$ cat config.mk
export PLATFORM = sky130hd
export DESIGN_NAME = tgct_front
export DESIGN_NICKNAME = d
export VERILOG_FILES = /design/src/sv/tgct_pkg.sv /design/src/sv/tgct_front.sv
export SDC_FILE = /design/constraint.sdc
export NUM_CORES = 1
export LEC_CHECK = 0
export BUFFER_PORTS_ARGS = -buffer_cell sky130_fd_sc_hd__buf_4
export CAP_MARGIN = 25
export CORE_MARGIN = 2
export CORE_UTILIZATION = 41
export CTS_BUF_LIST = sky130_fd_sc_hd__clkbuf_4 sky130_fd_sc_hd__clkbuf_8 sky130_fd_sc_hd__clkbuf_16
export DETAILED_ROUTE_END_ITERATION = 8
export PLACE_DENSITY = 0.63
export SYNTH_ARGS = -nofsm -noshare
export SYNTH_HDL_FRONTEND = slang
export SYNTH_SLANG_ARGS = --single-unit
$ cat constraint.sdc
create_clock -name clk -period 17.05 [get_ports clk]
set_input_delay 3.41 -clock clk [delete_from_list [all_inputs] [get_ports clk]]
set_output_delay 3.41 -clock clk [all_outputs]
set_load 0.1 [all_outputs]
$ cat src/sv/tgct_pkg.sv
// Package: shared types and constants of the tuple group count table.
`timescale 1ns / 1ps
`default_nettype none
package tgct_pkg;
	localparam int TableDepth = 256;
	localparam int IdxW = 8;
	localparam int CntW = 9;
	localparam int NumColumns = 64;
	localparam int MaxSelected = 8;

	typedef enum logic [1:0] {
		FUNC_CELL  = 2'd0,
		FUNC_READ  = 2'd1,
		FUNC_CLEAR = 2'd2,
		FUNC_NONE  = 2'd3
	} func_t;

	typedef enum logic [1:0] {
		ST_OK    = 2'd0,
		ST_FULL  = 2'd1,
		ST_RANGE = 2'd2,
		ST_COLS  = 2'd3
	} status_t;

	localparam logic [1:0] REG_SELECT = 2'd0;
	localparam logic [1:0] REG_NODE   = 2'd1;
	localparam logic [1:0] REG_LIMIT  = 2'd2;

	typedef enum logic [1:0] {
		OP_ROW   = 2'd0,
		OP_READ  = 2'd1,
		OP_CLEAR = 2'd2
	} op_t;

	// command word passed from front to back through the queue
	typedef struct packed {
		op_t         op;
		logic [63:0] tuple;
		status_t     fault;
		logic [7:0]  read_index;
	} cmd_t;
endpackage
`default_nettype wire

$ cat src/sv/tgct_front.sv
// Front end: ranks cells, builds the row tuple and issues row, read and clear commands.
`timescale 1ns / 1ps
`default_nettype none
module tgct_front
	import tgct_pkg::*;
(
	input  wire logic        clk,
	input  wire logic        arst_n,
	input  wire logic        in_valid,
	output logic             in_stall,
	input  wire logic [1:0]  func,
	input  wire logic [5:0]  column,
	input  wire logic [7:0]  cell_value,
	input  wire logic        row_end,
	input  wire logic [7:0]  read_index,
	input  wire logic [63:0] select_mask,
	input  wire logic [5:0]  node_column,
	input  wire logic [8:0]  outcome_limit,
	output logic             cmd_valid,
	output cmd_t             cmd,
	input  wire logic        cmd_full
);
	logic [63:0] tuple_q;
	status_t     fault_q;
	logic [63:0] sel;
	logic [63:0] below;
	logic [6:0]  rank;
	logic [6:0]  nsel;
	logic        hit;
	logic [63:0] tup_next;
	status_t     fault_next;
	logic        accept;

	assign in_stall = cmd_full;
	assign accept   = in_valid && !cmd_full;

	always_comb begin
		sel   = select_mask | (64'd1 << node_column);
		below = sel & ((64'd1 << column) - 64'd1);
		rank  = 7'($countones(below));
		nsel  = 7'($countones(sel));
		hit   = sel[column];
		tup_next   = tuple_q;
		fault_next = fault_q;
		if (hit) begin
			if ({1'b0, cell_value} >= outcome_limit)
				fault_next = ST_RANGE;
			if (rank < 7'(MaxSelected))
				tup_next[rank[2:0]*8 +: 8] = cell_value;
		end
		if (nsel > 7'(MaxSelected))
			fault_next = ST_COLS;
		else if (fault_next == ST_COLS)
			fault_next = ST_OK;
	end

	always_comb begin
		cmd_valid = 1'b0;
		cmd.op = OP_ROW;
		cmd.tuple = tup_next;
		cmd.fault = fault_next;
		cmd.read_index = read_index;
		if (in_valid) begin
			unique case (func_t'(func))
				FUNC_CELL:  cmd_valid = row_end;
				FUNC_READ:  begin cmd_valid = 1'b1; cmd.op = OP_READ; end
				FUNC_CLEAR: begin cmd_valid = 1'b1; cmd.op = OP_CLEAR; end
				default:    cmd_valid = 1'b0;
			endcase
		end
	end

	always_ff @(posedge clk or negedge arst_n) begin
		if (!arst_n) begin
			tuple_q <= '0;
			fault_q <= ST_OK;
		end else if (accept) begin
			if ((func == FUNC_CELL && row_end) || func == FUNC_CLEAR) begin
				tuple_q <= '0;
				fault_q <= ST_OK;
			end else if (func == FUNC_CELL) begin
				tuple_q <= tup_next;
				fault_q <= (fault_next == ST_RANGE) ? ST_RANGE : ST_OK;
			end
		end
	end
endmodule
`default_nettype wire

==> results of run 1 <==
[how the worst max path moves through the flow]
stage	slack, ns	cells after the start	to
floorplan	0.09	35	cmd[59]
finish	1.02	32	cmd[47]
detailed placement	1.15	34	cmd[47]
CTS	1.11	32	cmd[47]
global placement	1.28	32	cmd[14]
global route	0.54	34	cmd[47]
[final cells by class]
cell class | instances | area share, %
clock inverters | 3 | 0.152
flip-flops and latches | 65 | 14.1
inverters | 178 | 5.79
well taps | 319 | 3.46
repair buffers | 192 | 12.5
multi-input cells | 789 | 61.8
clock buffers | 12 | 2.20
[critical path, delay by kind of cell]
kind	cells	cell delay, ns
adders and majority gates	12	5.00
AOI/OAI and AO/OA	4	0.71
muxes	2	0.81
and+or+nand+nor	7	1.83
buffers and inverters	7	0.82
[sequential cells by signal, indices dropped and copies added, names as in the netlist]
name / cells
tuple_q: 64
fault_q: 1
[layout by cell type, fill, tap and decap left out, drive strengths merged, types with 5 or more instances in the layout]
cell type / synthesis / layout
buf: 37 / 192
inv: 177 / 177
fa: 108 / 108
a21oi: 88 / 88
nand2: 68 / 68
dfrtp: 65 / 65
nor2: 64 / 64
mux2: 57 / 57
o21ai: 50 / 50
a22o: 47 / 47
ha: 47 / 47
and2: 24 / 24
nor3: 24 / 24
a21o: 23 / 23
nand3: 17 / 17
nor4: 12 / 12
clkbuf: 37 / 12
nor2b: 11 / 11
and3: 11 / 11
o22ai: 10 / 10
mux2i: 9 / 9
mux4: 8 / 8
nand2b: 7 / 7
xnor2: 7 / 7
o2bb2ai: 7 / 7
and4bb: 6 / 6
or3: 6 / 6
a31oi: 5 / 5
a211o: 5 / 5
o21a: 5 / 5
a32o: 5 / 5
[metrics by stage]
step	setup WS [ns]	util [%]	area [µm²]	hold WS (ns)
finish	1.02	49.2	11500	0.493
global route	0.540	49.2	11500	0.519
CTS	1.11	49.2	11500	0.499
detailed placement	1.15	48.0	11300	0.478
global placement	1.28	48.0	11300	0.471
floorplan	0.0926	-	9810	0.452
[routing by layer]
metal / vias to the layer above / wire (µm)
li1: 4012 / -
met4: 0 / 1380
met2: 452 / 14800
met1: 4233 / 13600
met3: 87 / 2680
met5: - / 0
[cell families (layout without fill, tap and decap cells)]
kind of cell             count (synthesis)  count (layout)
buffers and inverters                  252             385
flip-flops                              65              65
XOR/XNOR                                 9               9
other                                    1               1
AO/OA/AOI/OAI                          279             279
AND/OR/NAND/NOR                        271             271
multiplexers                            74              74
adder cells (fa/ha/maj)                155             155
==> results.tsv, run 1 <==
metric	value	unit
crit-path max cell delay	0.57	ns
Synth Area in Adders	28.0	%
synth warn	0	
Post-CTS Setup Repair Bufs	0	
fmax	62.4	MHz
first-pass GRT wire length	51.7	mm
I/O pin total	186	
post-DP HPWL	26.2	mm
met1 global-route usage	35.0	%
share of the synthesized area in the top cell type	22.0	%
main flop type after synthesis	dfrtp_1	
TritonRoute pass-1 iters	6	
Most common cell on crit path	fa_1	
non-filler instance count after layout	1558	
Clock Pin Slew Worst Setup and Hold Paths	0.05	ns
largest net degree at the start of global routing	66	
Hold Path Class	reg -> reg	
post-synthesis xor/xnor area fraction	0.803	%
fin. max-slew vios	0	
layout net count	1498	
setup_tns	0	ns
syn_area_per_cell	8.87	µm²
met3 usage	5.36	%
crit path time final	16.03	ns
CTS Buf Count	9	
CP endpoint kind	primary output	
Cells after DPL	1543	
clk buf depth	2	
CTS root buffer	clkbuf_16	
worst path required time	13.64	ns
number of antenna diodes	0	
Netlist cell types	81	
ys async rst share	100	%
vias	8784	
Yosys top cell by area	fa_1	
simple-gate share of the synthesized area	15.1	%
most used routing layer	met2	
relative slew slack	28.7	%
Hold Crit Depth	1	
CP startpoint	column[4]	
largest cells by area after synthesis	fa_1 (22%), dfrtp_1 (17%), inv_1 (6.8%), ha_1 (6.0%), mux2_2 (5.7%)	
transition time of the tightest slew-check pin	1.07	ns
number of fill cells	2296	
min-delay src	tuple_q[45]	
Routed WL	32.4	mm
DR vias/cell	5.64	
period utilization	94.0	%
Hold Vio Cnt, Final	0	
Final ANT Viol Nets	0	
# resized after CTS	0	
mapped cell area	9810	µm²
Hold EP	tuple_q[45]	
Placer Congestion	0.976	
clk sinks	65	
Seq. cell area	1630	µm²
main combinational cell family by area after synthesis	adder cells	
most frequent cell after synthesis	inv_1	
vias in the first global route	8984	
number of DRC markers in iteration 0	865	
WS Path Type	in -> out	
clk_skew	0	ns
gr usage total	26.1	%
mux contribution to synthesized area	9.56	%
commonest cells in the synthesized netlist	inv_1 (177), fa_1 (108), a21oi_1 (88)	
Worst Path Arrival	12.62	ns
GR Util met2	41.1	%
fraction of the mapped netlist area in compound gates	19.2	%
flop2flop setup slack	16.09	ns
H-tree depth	3	
CORE AREA	23500	µm²
die area	25200	µm²
multi-input logic area	7140	µm²
Site Rows	56	
Die Wd	159	µm
Initial Utilization	41.8	%
worst r2r src	tuple_q[46]	
Residual DRC	0	
Setup violations, final	0	
Max-Cap Viols	0	
Seq/Total Area, Yosys	16.6	%
worst reg2reg endpoint	tuple_q[46]	
Die Span Y	159	µm
layout cell share with drive strength beyond 1	24.6	%
area grow syn2layout	17.7	%
wire length per cell	20.8	µm
RSZ-0062 raised after global routing	no	
total grt overflow	0	
Seq cells post-synth	65	
outcome	complete, no violations	
CP startpoint kind	primary input	
number of flops mapped to enable cells by yosys	0	
crit path max-delay cell type	fa_1	
Net Count, Synth	1369	
Synth Instances	1106	
hold buffer count at CTS	0	
Crit Path Max Fanout	26	
PortBufs	169	
antenna violations before repair	0	
clk_lat worst skew	0.33	ns
worst r2r path cells	2	
CTS tree	built	
Power of run 1 is not shown: default switching activity piles up to over one toggle a cycle in this logic, so the estimate is an artifact.
==> inputs of run 2 (changes only) <==
==> constraint.sdc (replaced) <==
create_clock -name clk -period 17.05 [get_ports clk]
set_input_delay 1.705 -clock clk [delete_from_list [all_inputs] [get_ports clk]]
set_output_delay 1.705 -clock clk [all_outputs]
set_load 0.1 [all_outputs]
==> results.tsv, run 2 (synthesis results as in run 1) <==
metric	value	unit
Final ANT Viol Nets	0	
met3 usage	5.22	%
WS Path Type	in -> out	
Most common cell on crit path	fa_1	
Residual DRC	1	
Routed WL	33.1	mm
CP startpoint kind	primary input	
clk_skew	0	ns
Setup violations, final	0	
met1 global-route usage	35.4	%
Worst Path Arrival	12.15	ns
DR vias/cell	5.69	
PortBufs	169	
wire length per cell	21.5	µm
clk_lat worst skew	0.33	ns
crit-path max cell delay	0.79	ns
Initial Utilization	41.8	%
RSZ-0062 raised after global routing	no	
first-pass GRT wire length	52.1	mm
Hold WS	0.494	ns
area grow syn2layout	16.4	%
Die Wd	159	µm
total grt overflow	0	
clk buf depth	2	
post-DP HPWL	26.6	mm
worst path required time	15.34	ns
fin. max-slew vios	0	
most frequent cells in the layout	inv_1 (177), buf_4 (176), fa_1 (108), a21oi_1 (88), nand2_1 (68)	
number of antenna diodes	0	
TritonRoute pass-1 iters	9	
# resized after CTS	0	
CTS tree	built	
relative slew slack	28.8	%
pre-CTS setup slack	3.36	ns
Crit Path Max Fanout	31	
final worst slack	3.19	ns
max FFs per register	64	
largest net degree at the start of global routing	66	
vias	8771	
Largest Register	tuple_q	
clk sinks	65	
Site Rows	56	
die area	25200	µm²
antenna violations before repair	0	
Max-Cap Viols	0	
Hold Vio Cnt, Final	0	
number of DRC markers in iteration 0	909	
period utilization	81.3	%
Post-CTS Setup Repair Bufs	0	
most used routing layer	met2	
CORE AREA	23500	µm²
failing checks	design-rule violations	
GR Util met2	42.9	%
CTS root buffer	clkbuf_16	
CTS Buf Count	9	
gr usage total	26.4	%
CP endpoint kind	primary output	
setup_tns	0	ns
Die Span Y	159	µm
flop2flop setup slack	16.07	ns
Regs by FF count	tuple_q (64), fault_q (1)	
Hold Path Class	reg -> reg	
H-tree depth	3	
hold buffer count at CTS	0	
vias in the first global route	8940	
fmax	72.2	MHz
commonest non-fill, non-tap cell in the layout	inv_1	
Clock Pin Slew Worst Setup and Hold Paths	0.05	ns
layout net count	1482	
crit path max-delay cell type	ha_1	
crit path time final	13.86	ns
Placer Congestion	0.980	
I/O pin total	186	
transition time of the tightest slew-check pin	1.07	ns
outcome	finished with violations	
layout cell share with drive strength beyond 1	23.6	%
[run 2: through the flow]
step | cell area [µm²] | cells | util (%)
2_1_floorplan | 9810 | 1106 | -
3_3_place_gp | 11100 | 1526 | 47.5
3_5_place_dp | 11200 | 1527 | 47.5
4_1_cts | 11400 | 1541 | 48.7
5_1_grt | 11400 | 1541 | 48.7
6_report | 11400 | 1541 | 48.7
[run 2: worst max-delay path: cells and delay by family]
family          cells  cell delay, ns
fa+ha+maj          10            5.65
simple gates        8            1.98
buf+inv             8            1.36
compound gates      3            1.03
mux                 1            0.43
[run 2: final timing paths]
path,from,to,cells after the start
max in group asynchronous,arst_n,tuple_q[7],1
worst min register to register,tuple_q[45],tuple_q[45],1
worst max-delay path,column[0],cmd[56],30
min in group asynchronous,arst_n,tuple_q[26],1
worst max register to register,tuple_q[46],tuple_q[46],2
worst min-delay path,tuple_q[45],tuple_q[45],1
[run 2: routing by layer]
| layer | share of wire (%) | up-vias |
|---|---|---|
| li1 | - | 3989 |
| met1 | 41 | 4271 |
| met2 | 47 | 427 |
| met3 | 8.4 | 84 |
| met4 | 3.3 | 0 |
| met5 | 0 | - |
[run 2: area by class of cell]
| class | instances | area (µm²) |
|---|---|---|
| clock buffers | 11 | 253 |
| clock inverters | 3 | 17.5 |
| fillers | 2287 | 12000 |
| inverters | 178 | 668 |
| multi-input cells | 789 | 7140 |
| flip-flops and latches | 65 | 1630 |
| well taps | 319 | 399 |
| repair buffers | 176 | 1320 |
Power of run 2 is left out for the same reason.
