<file path="src/sv/tgct_pkg.sv">
// Package: shared types and constants of the tuple group count table.
`timescale 1ns / 1ps
`default_nettype none
package tgct_pkg;
	localparam int TableDepth = 256;
	localparam int IdxW = 8;
	localparam int CntW = 9;
	localparam int NumColumns = 64;
	localparam int MaxSelected = 8;

	typedef enum logic [1:0] {
		FUNC_CELL  = 2'd0,
		FUNC_READ  = 2'd1,
		FUNC_CLEAR = 2'd2,
		FUNC_NONE  = 2'd3
	} func_t;

	typedef enum logic [1:0] {
		ST_OK    = 2'd0,
		ST_FULL  = 2'd1,
		ST_RANGE = 2'd2,
		ST_COLS  = 2'd3
	} status_t;

	localparam logic [1:0] REG_SELECT = 2'd0;
	localparam logic [1:0] REG_NODE   = 2'd1;
	localparam logic [1:0] REG_LIMIT  = 2'd2;

	typedef enum logic [1:0] {
		OP_ROW   = 2'd0,
		OP_READ  = 2'd1,
		OP_CLEAR = 2'd2
	} op_t;

	// command word passed from front to back through the queue
	typedef struct packed {
		op_t         op;
		logic [63:0] tuple;
		status_t     fault;
		logic [7:0]  read_index;
	} cmd_t;
endpackage
`default_nettype wire

</file>
<file path="src/sv/tgct_queue.sv">
// Two-entry command queue between front and back.
`timescale 1ns / 1ps
`default_nettype none
module tgct_queue
	import tgct_pkg::*;
(
	input  wire logic clk,
	input  wire logic arst_n,
	input  wire logic push,
	input  wire cmd_t push_cmd,
	output logic      full,
	output logic      not_empty,
	output cmd_t      head,
	input  wire logic pop
);
	cmd_t       mem_q [2];
	logic       wr_q, rd_q;
	logic [1:0] cnt_q;

	assign full      = cnt_q == 2'd2;
	assign not_empty = cnt_q != 2'd0;
	assign head      = mem_q[rd_q];

	always_ff @(posedge clk) begin
		if (push) mem_q[wr_q] <= push_cmd;
	end

	always_ff @(posedge clk or negedge arst_n) begin
		if (!arst_n) begin
			wr_q <= 1'b0; rd_q <= 1'b0; cnt_q <= '0;
		end else begin
			if (push) wr_q <= ~wr_q;
			if (pop) rd_q <= ~rd_q;
			cnt_q <= cnt_q + 2'(push) - 2'(pop);
		end
	end
endmodule
`default_nettype wire

</file>
<file path="config.mk">
export PLATFORM = sky130hd
export DESIGN_NAME = tgct_queue
export DESIGN_NICKNAME = d
export VERILOG_FILES = /design/src/sv/tgct_pkg.sv /design/src/sv/tgct_queue.sv
export SDC_FILE = /design/constraint.sdc
export NUM_CORES = 1
export LEC_CHECK = 0
export BUFFER_PORTS_ARGS = -buffer_cell sky130_fd_sc_hd__buf_2
export CORE_MARGIN = 2
export CORE_UTILIZATION = 39
export DETAILED_ROUTE_END_ITERATION = 10
export GPL_TIMING_DRIVEN = 1
export PLACE_DENSITY_LB_ADDON = 0.05
export SLEW_MARGIN = 20
export SYNTH_ARGS = -nofsm -noshare
export SYNTH_HDL_FRONTEND = slang
export SYNTH_SLANG_ARGS = --single-unit
</file>
<file path="constraint.sdc">
create_clock -name clk -period 7 [get_ports clk]
set_input_delay 0.7 -clock clk [delete_from_list [all_inputs] [get_ports clk]]
set_output_delay 0.7 -clock clk [all_outputs]
set_load 0.01 [all_outputs]
</file>
==> summary.md, run 1 <==
| Metric | Value |
|---|---|
| Via Count | `2879` |
| Post-DRT Antenna Nets | `0` |
| Post-route DRC violation count | `0` |
| Status | `finished clean` |
| Yosys cell types | `13` |
| Register area share after synthesis | `0.803` |
| Routability cong. | `0.670` |
| Post-CTS Setup Bufs | `0` |
| Overflow after GRT | `0` |
| Mapped Area | `5810 um2` |
| Post-synthesis net count | `334` |
| CP max-delay cell | `buf_4` |
| Synth top cells by count | `edfxtp_1, mux2_2, mux2_4, buf_6` |
| Worst vdd ir | `0.264 mV` |
| GRT Total Usage | `0.134` |
| H-tree depth | `4` |
| Register-to-Register Path Depth | `2` |
| Startpoint Class | `flop` |
| Crit share post-route | `0.452` |
| Layout cell share with drive strength beyond 1 | `0.611` |
| Setup CP Type | `flop to output pin` |
| Synth Area per Inst | `23.0 um2` |
| P_leak | `2.90 nW` |
| Number of global-route vias before repair | `2965` |
| Die W | `126 um` |
| Via density | `4.65` |
| Clock buffer depth | `2` |
| Initial DRT Pass Iterations | `4` |
| CP required | `6.30 ns` |
| Sw Ratio | `0.265` |
| Synth Register Bits | `156` |
| Slew Viols, Final | `0` |
| Fin crit period | `3.16 ns` |
| DRT Wirelength | `10200 um` |
| Maximum capacitance violations | `0` |
| Cts repair resizes | `0` |
| Crit path DAT | `2.46 ns` |
| Num CTS Buffers | `17` |
| Clk_lat worst skew | `0.41 ns` |
| Power per cell area | `417 nW/um2` |
| CTS tree | `yes` |
| Die Y | `126 um` |
| Setup TNS Final | `0 ns` |
| Seq pwr share | `0.423` |
| Setup Skew | `0.00708 ns` |
| Top-count cell post-synth | `edfxtp_1` |
| Fmax | `0.316 GHz` |
| Drt initial violations | `147` |
| Initial Util | `0.400` |
| Clock power share | `0.303` |
| Slew Limit Headroom | `0.353` |
| P&R area growth vs syn | `27.6%` |
| Dpl hpwl | `6290 um` |
| TritonCTS sink count | `156` |
| Slew @ Worst Pin | `0.970 ns` |
| CP Launch Point | `rd_q` |
| CP max FO | `59` |
| DR WL/cell | `16.5 um` |
| Crit-path max cell delay | `0.80 ns` |
| RSZ-0062 raised after global routing | `false` |
| Final Hold Violating Endpoints | `0` |
| I/O Buffers | `157` |
| Antenna violations before repair | `1` |
| Psw | `819 uW` |
| Row count | `44` |
| CTS root buf | `clkbuf_16` |
| Ranking of synthesized cells by area | `edfxtp_1, mux2_2, mux2_4` |
| Number of synthesized flops with an enable pin | `152` |
| Inserted Diodes | `0` |
| Worst Hold Class | `input port to asynchronous set/reset pin` |
| Worst path cell trace | `buf_4 > mux2_2 > buf_2` |
| Worst r2r src | `wr_q` |
| Hold_buf cts | `0` |
| Top FF cell, synth | `edfxtp_1` |
| Post-synth top area cell | `edfxtp_1` |
| First-pass GRT wire length | `15700 um` |
| Core region area | `14500 um2` |
| Die Area | `15900 um2` |
| Ports | `158` |
| Crit end category | `output pin` |
| Largest net degree at the start of global routing | `60` |
| Synth top area share | `0.786` |
| Comb pwr share | `0.274` |
| Internal | `2.27 mW` |
| CTS clk-pin slew, worst paths | `0.06 ns` |
| Yosys warns | `0` |
| Final Core Density | `0.510` |
| R2r endpoint | `mem_q[0][27]` |
| Ys async rst share | `0.0256` |
| FILL cells | `1263` |
| Crit path to | `head[2]` |
| Nets | `504` |
| Cells after synthesis | `252` |
| Final setup vio count | `0` |
| Reg2Reg Setup Slack | `4.71 ns` |
-- power groups by stage --
stage / clock network, mW / logic (mW) / registers, mW
CTS: 0.959 / 0.875 / 1.31
floorplan: 0 / 0.600 / 1.31
finish: 0.936 / 0.848 / 1.31
detailed placement: 0 / 0.872 / 1.33
global route: 1.00 / 0.922 / 1.33
global placement: 0 / 0.859 / 1.32
-- metrics by stage --
step / hold slack, ns / instances / area, um2 / setup WS (ns) / total power, mW
2_1_floorplan: 0.404 / 252 / 5810 / 2.45 / 1.91
3_3_place_gp: 0.512 / 586 / 6780 / 4.23 / 2.18
3_5_place_dp: 0.515 / 587 / 6800 / 4.22 / 2.20
4_1_cts: 0.0624 / 619 / 7410 / 3.77 / 3.14
5_1_grt: 0.0611 / 619 / 7410 / 3.70 / 3.25
6_report: 0.0830 / 619 / 7410 / 3.84 / 3.09
-- per-layer routing --
metal,up-vias,track usage,wire length (um)
met3,14,0.0629,794
met5,-,0,11
li1,1337,-,-
met4,2,0.0621,170
met2,103,0.208,4890
met1,1423,0.158,4350
-- critical path: cells and delay by family (launching register included) --
kind | cells | cell delay [ns]
buffers and inverters | 2 | 0.95
DFF | 1 | 0.60
muxes | 1 | 0.44
-- how the worst min path moves through the flow --
stage / startpoint / slack, ns / end
3_3_place_gp: arst_n / 0.51 / cnt_q[0]
3_5_place_dp: arst_n / 0.52 / cnt_q[1]
6_report: arst_n / 0.08 / cnt_q[0]
2_1_floorplan: arst_n / 0.40 / cnt_q[0]
5_1_grt: arst_n / 0.06 / cnt_q[0]
4_1_cts: arst_n / 0.06 / cnt_q[0]
-- cell type report --
cell class | count | area (um2) | share of cell area
clock buffers | 24 | 462 | 0.0623
flip-flops and latches | 156 | 4670 | 0.630
multi-input cells | 85 | 1070 | 0.144
well taps | 184 | 230 | 0.0311
inverters | 2 | 7.51 | 0.00101
clock inverters | 8 | 143 | 0.0193
repair buffers | 160 | 828 | 0.112
-- layout by cell type, fill, tap and decap left out, types with 3 or more instances in the layout --
master,netlist,routed
buf_2,4,157
bufinv_16,0,4
clkbuf_1,0,6
clkbuf_16,0,17
clkinv_2,0,3
dfrtp_1,4,3
edfxtp_1,152,152
mux2_2,46,46
mux2_4,30,30
-- state kept, by name, summed over array words and instances (netlist names) --
| register | cells |
|---|---|
| rd_q | 1 |
| cnt_q | 2 |
| wr_q | 1 |
| mem_q | 152 |
-- logic make-up (layout without fill, tap and decap cells) --
logic type / Yosys count / after routing / synth area share
xor+xnor: 3 / 3 / 0.00711
fa+ha+maj: 2 / 2 / 0.00431
buf+inv: 11 / 194 / 0.0144
flops: 156 / 156 / 0.803
mux: 76 / 76 / 0.167
simple gates: 4 / 4 / 0.00431
Power figures use the tool's default switching activity.
==> run 2, diff against run 1 <==
clock period = 2.7 ns   (was 7 ns; I/O delays follow)
==> summary.md, run 2 (synthesis results as in run 1) <==
| Metric | Value |
|---|---|
| Worst vdd ir | `0.446 mV (+69%)` |
| Routability cong. | `0.668 (-0.27%)` |
| RSZ-0062 raised after global routing | `false` |
| I/O Buffers | `157 (unchanged)` |
| Worst Hold Class | `input port to flop` |
| Clk_lat worst skew | `0.41 ns (about the same)` |
| Initial DRT Pass Iterations | `4 (unchanged)` |
| Slew Viols, Final | `0 (unchanged)` |
| Die Y | `126 um (unchanged)` |
| Drt initial violations | `151 (+2.7%)` |
| Final Core Density | `0.513 (+0.00284)` |
| Via density | `4.57 (-1.6%)` |
| Setup TNS Final | `0 ns (unchanged)` |
| Fin crit period | `2.26 ns` |
| Min-Delay Startpoint | `push_cmd[8]` |
| Status | `finished clean` |
| CP Launch Point | `rd_q` |
| Fmax | `0.443 GHz` |
| Core region area | `14500 um2 (unchanged)` |
| Cts repair resizes | `0 (unchanged)` |
| CP Buf/Inv Count | `2 (unchanged)` |
| CP required | `2.43 ns (-3.87 ns)` |
| H-tree depth | `4 (unchanged)` |
| Hold_buf cts | `1 (+1)` |
| Dpl hpwl | `6600 um (+4.9%)` |
| Num CTS Buffers | `17 (unchanged)` |
| Largest delay share family, worst path | `flip-flops` |
| Antenna violations before repair | `0 (-1)` |
| FILL cells | `1258 (-0.40%)` |
| First-pass GRT wire length | `15500 um (-0.97%)` |
| Crit path DAT | `1.99 ns (-0.47 ns)` |
| Clock buffer depth | `2 (unchanged)` |
| Startpoint Class | `flop` |
| Post-DRT Antenna Nets | `0 (unchanged)` |
| Die Area | `15900 um2 (unchanged)` |
| Slew Limit Headroom | `0.544 (+0.191)` |
| Maximum capacitance violations | `0 (unchanged)` |
| Nets | `509 (+0.99%)` |
| CTS tree | `yes` |
| Largest net degree at the start of global routing | `34 (-43%)` |
| Most frequent cells in the layout | `buf_2, edfxtp_1, mux2_2` |
| Power, Total | `7.93 mW (+160%)` |
| Initial Util | `0.400 (unchanged)` |
| Top Registers | `mem_q (152), cnt_q (2)` |
| Final Hold Violating Endpoints | `0 (unchanged)` |
| Die W | `126 um (unchanged)` |
| Commonest non-fill, non-tap cell in the layout | `buf_2` |
| Ports | `158 (unchanged)` |
| Inserted Diodes | `0 (unchanged)` |
| FF/Latch Area | `4670 um2 (unchanged)` |
| Worst path cell trace | `buf_12 > mux2_2 > buf_2` |
| Slew @ Worst Pin | `0.682 ns (-0.288 ns)` |
| Worst r2r src | `wr_q` |
| DP Area | `6880 um2 (+1.1%)` |
| GRT Total Usage | `0.134 (about the same)` |
| Setup CP Type | `flop to output pin` |
| Crit share post-route | `0.837` |
| CP max-delay cell | `dfrtp_4` |
| Largest Register | `mem_q` |
| DR WL/cell | `16.2 um (-1.9%)` |
| Max reg flops | `152 (unchanged)` |
| Post-route DRC violation count | `0 (unchanged)` |
| Overflow after GRT | `0 (unchanged)` |
| CTS root buf | `clkbuf_16` |
| DRT Wirelength | `10100 um (-1.3%)` |
| Row count | `44 (unchanged)` |
| Multi-input logic area | `1070 um2 (unchanged)` |
| Crit end category | `output pin` |
| Power per cell area | `1070 nW/um2 (+160%)` |
| Post-CTS Setup Bufs | `0 (unchanged)` |
| CTS clk-pin slew, worst paths | `0.06 ns (about the same)` |
| P&R area growth vs syn | `28.3%` |
| CP max FO | `33 (-44%)` |
| Setup Skew | `0.00482 ns (-0.00226 ns)` |
| TritonCTS sink count | `156 (unchanged)` |
| Via Count | `2850 (-1.0%)` |
| Layout cell share with drive strength beyond 1 | `0.613 (+0.00126)` |
| Final instance area | `7450 um2 (+0.56%)` |
| Crit-path max cell delay | `0.79 ns (about the same)` |
| Final setup vio count | `0 (unchanged)` |
| Number of global-route vias before repair | `2960 (-0.17%)` |
| P_leak | `2.92 nW (+0.85%)` |
==> run 2: power by group <==
part / internal (mW) / switching (mW)
registers: 3.22 / 0.225
clock network: 1.43 / 0.848
logic: 1.17 / 1.05
==> run 2: worst paths after layout <==
path / slack, ns / endpoint / cells after the start
setup / recovery: 0.44 / head[24] / 3
hold / removal: 0.04 / mem_q[0][8] / 1
setup reg to reg: 1.09 / mem_q[0][31] / 2
hold reg to reg: 0.54 / wr_q / 1
max in group asynchronous: 2.36 / rd_q / 2
min in group asynchronous: 0.20 / cnt_q[0] / 2
==> run 2: final cells by class <==
class	count	share of cell area
clock inverters	11	0.0170
clock buffers	20	0.0586
flip-flops and latches	156	0.627
inverters	2	0.00101
multi-input cells	85	0.144
repair buffers	165	0.122
well taps	184	0.0309
==> run 2: layer usage <==
| metal | share of wire | GRT usage | up-vias |
|---|---|---|---|
| met4 | 0.022 | 0.0659 | 0 |
| met3 | 0.079 | 0.0582 | 16 |
| met5 | 0 | 0 | - |
| li1 | - | - | 1352 |
| met1 | 0.41 | 0.156 | 1371 |
| met2 | 0.49 | 0.212 | 111 |
==> run 2: stage by stage <==
| step | setup slack (ns) | std cells | hold WS [ns] |
|---|---|---|---|
| after floorplan | 0.0583 | 252 | -0.0256 |
| after global placement | 0.841 | 591 | 0.0815 |
| after detailed placement | 0.849 | 591 | 0.0837 |
| after CTS | 0.388 | 623 | 0.0147 |
| after global routing | 0.341 | 623 | 0.0175 |
| final | 0.441 | 623 | 0.0403 |
==> run 3, diff against run 2 <==
clock period = 2.3 ns   (was 2.7 ns; I/O delays follow)
==> summary.md, run 3 (synthesis results as in run 1) <==
| Metric | Value |
|---|---|
| Status | `finished clean` |
| Routability cong. | `0.694 (+3.9%)` |
| Most frequent cells in the layout | `buf_2, edfxtp_1, dlygate4sd3_1` |
| CP Buf/Inv Count | `2 (unchanged)` |
| Core region area | `14500 um2 (unchanged)` |
| GRT Total Usage | `0.144 (+0.0102)` |
| CP required | `2.07 ns (-0.36 ns)` |
| Slew Viols, Final | `0 (unchanged)` |
| Crit-path max cell delay | `0.42 ns (-0.37 ns)` |
| Final Core Density | `0.564 (+0.0512)` |
| P_leak | `3.23 nW (+11%)` |
| Placed Cells | `591 (unchanged)` |
| Multi-input logic area | `1070 um2 (unchanged)` |
| Largest Register | `mem_q` |
| DRT Wirelength | `10900 um (+8.2%)` |
| Slew Limit Headroom | `0.625 (+0.0813)` |
| FF/Latch Area | `4670 um2 (unchanged)` |
| Power, Total | `9.46 mW (+19%)` |
| Largest delay share family, worst path | `buffers and inverters` |
| Power per cell area | `1150 nW/um2 (+8.4%)` |
| Dpl hpwl | `6770 um (+2.5%)` |
| Finished Layout Cells | `699 (+12%)` |
| Crit path DAT | `1.73 ns (-0.26 ns)` |
| Worst vdd ir | `0.677 mV (+52%)` |
| CTS tree | `yes` |
| Setup CP Type | `flop to output pin` |
| Setup TNS Final | `0 ns (unchanged)` |
| P&R area growth vs syn | `41.1%` |
| RSZ-0062 raised after global routing | `false` |
| Crit share post-route | `0.853` |
| FILL cells | `1202 (-4.5%)` |
| Slew @ Worst Pin | `0.562 ns (-0.121 ns)` |
| Row count | `44 (unchanged)` |
| Layout cell share with drive strength beyond 1 | `0.517 (-0.0963)` |
| Die Y | `126 um (unchanged)` |
| Antenna violations before repair | `0 (unchanged)` |
| Inserted Diodes | `0 (unchanged)` |
| Final setup vio count | `0 (unchanged)` |
| Number of global-route vias before repair | `3418 (+15%)` |
| Clk_lat worst skew | `0.41 ns (about the same)` |
| Post-route DRC violation count | `0 (unchanged)` |
| Top Registers | `mem_q (152), cnt_q (2)` |
| Clock buffer depth | `2 (unchanged)` |
| Worst path cell trace | `buf_12 > mux2_2 > buf_2` |
| Startpoint Class | `flop` |
| Fin crit period | `1.96 ns` |
| H-tree depth | `4 (unchanged)` |
| I/O Buffers | `157 (unchanged)` |
| Die Area | `15900 um2 (unchanged)` |
| Nets | `585 (+15%)` |
| Hold_buf cts | `75 (+74)` |
| CTS root buf | `clkbuf_16` |
| Die W | `126 um (unchanged)` |
| Initial Util | `0.400 (unchanged)` |
| Initial DRT Pass Iterations | `4 (unchanged)` |
| Max reg flops | `152 (unchanged)` |
| CTS clk-pin slew, worst paths | `0.06 ns (about the same)` |
| DR WL/cell | `15.6 um (-3.6%)` |
| Final Hold Violating Endpoints | `0 (unchanged)` |
| Drt initial violations | `131 (-13%)` |
| Final hold slack | `0.0372 ns (-0.00308 ns)` |
| Via density | `4.49 (-1.8%)` |
| Largest net degree at the start of global routing | `51 (+50%)` |
| Crit end category | `output pin` |
| CP max FO | `50 (+52%)` |
| Commonest non-fill, non-tap cell in the layout | `buf_2` |
| Maximum capacitance violations | `0 (unchanged)` |
| Overflow after GRT | `0 (unchanged)` |
| CP max-delay cell | `dfrtp_4` |
| Post-CTS Setup Bufs | `0 (unchanged)` |
| Fmax | `0.509 GHz` |
| Ports | `158 (unchanged)` |
| Num CTS Buffers | `17 (unchanged)` |
| First-pass GRT wire length | `16900 um (+9.3%)` |
| Cts repair resizes | `0 (unchanged)` |
| TritonCTS sink count | `156 (unchanged)` |
| Post-DRT Antenna Nets | `0 (unchanged)` |
| Setup Skew | `0.00572 ns (+0.000904 ns)` |
| Worst Hold Class | `input port to flop` |
| Via Count | `3140 (+10%)` |
## run 3: area by class of cell
| cell class | count | area share |
|---|---|---|
| flip-flops and latches | 156 | 0.570 |
| repair buffers | 241 | 0.199 |
| multi-input cells | 85 | 0.131 |
| clock buffers | 18 | 0.0524 |
| well taps | 184 | 0.0281 |
| clock inverters | 13 | 0.0189 |
| inverters | 2 | 0.000916 |
## run 3: layer usage
layer	GRT usage	wire, um	vias up
met4	0.0504	128	0
met1	0.159	4420	1525
met3	0.0697	804	12
li1	-	-	1507
met5	0	0	-
met2	0.242	5560	96
## run 3: per-stage QoR
step	setup slack, ns	cell area (um2)
2_1_floorplan	0.325	5820
3_3_place_gp	0.755	6840
3_5_place_dp	0.751	6840
4_1_cts	0.294	8170
5_1_grt	0.235	8190
6_report	0.337	8190
## run 3: final timing paths
path	cells after the start	slack, ns	startpoint	to
worst max-delay path	3	0.34	rd_q	head[2]
worst min-delay path	1	0.04	push_cmd[37]	mem_q[0][37]
worst max register to register	2	0.81	wr_q	mem_q[1][68]
worst min register to register	1	0.55	wr_q	wr_q
max in group asynchronous	2	2.02	arst_n	rd_q
min in group asynchronous	2	0.15	arst_n	cnt_q[0]
## run 3: power by group
part | internal (mW) | leakage (nW) | switching [mW]
logic | 1.40 | 1.48 | 1.37
clock network | 1.77 | 0.284 | 0.997
registers | 3.78 | 1.47 | 0.136
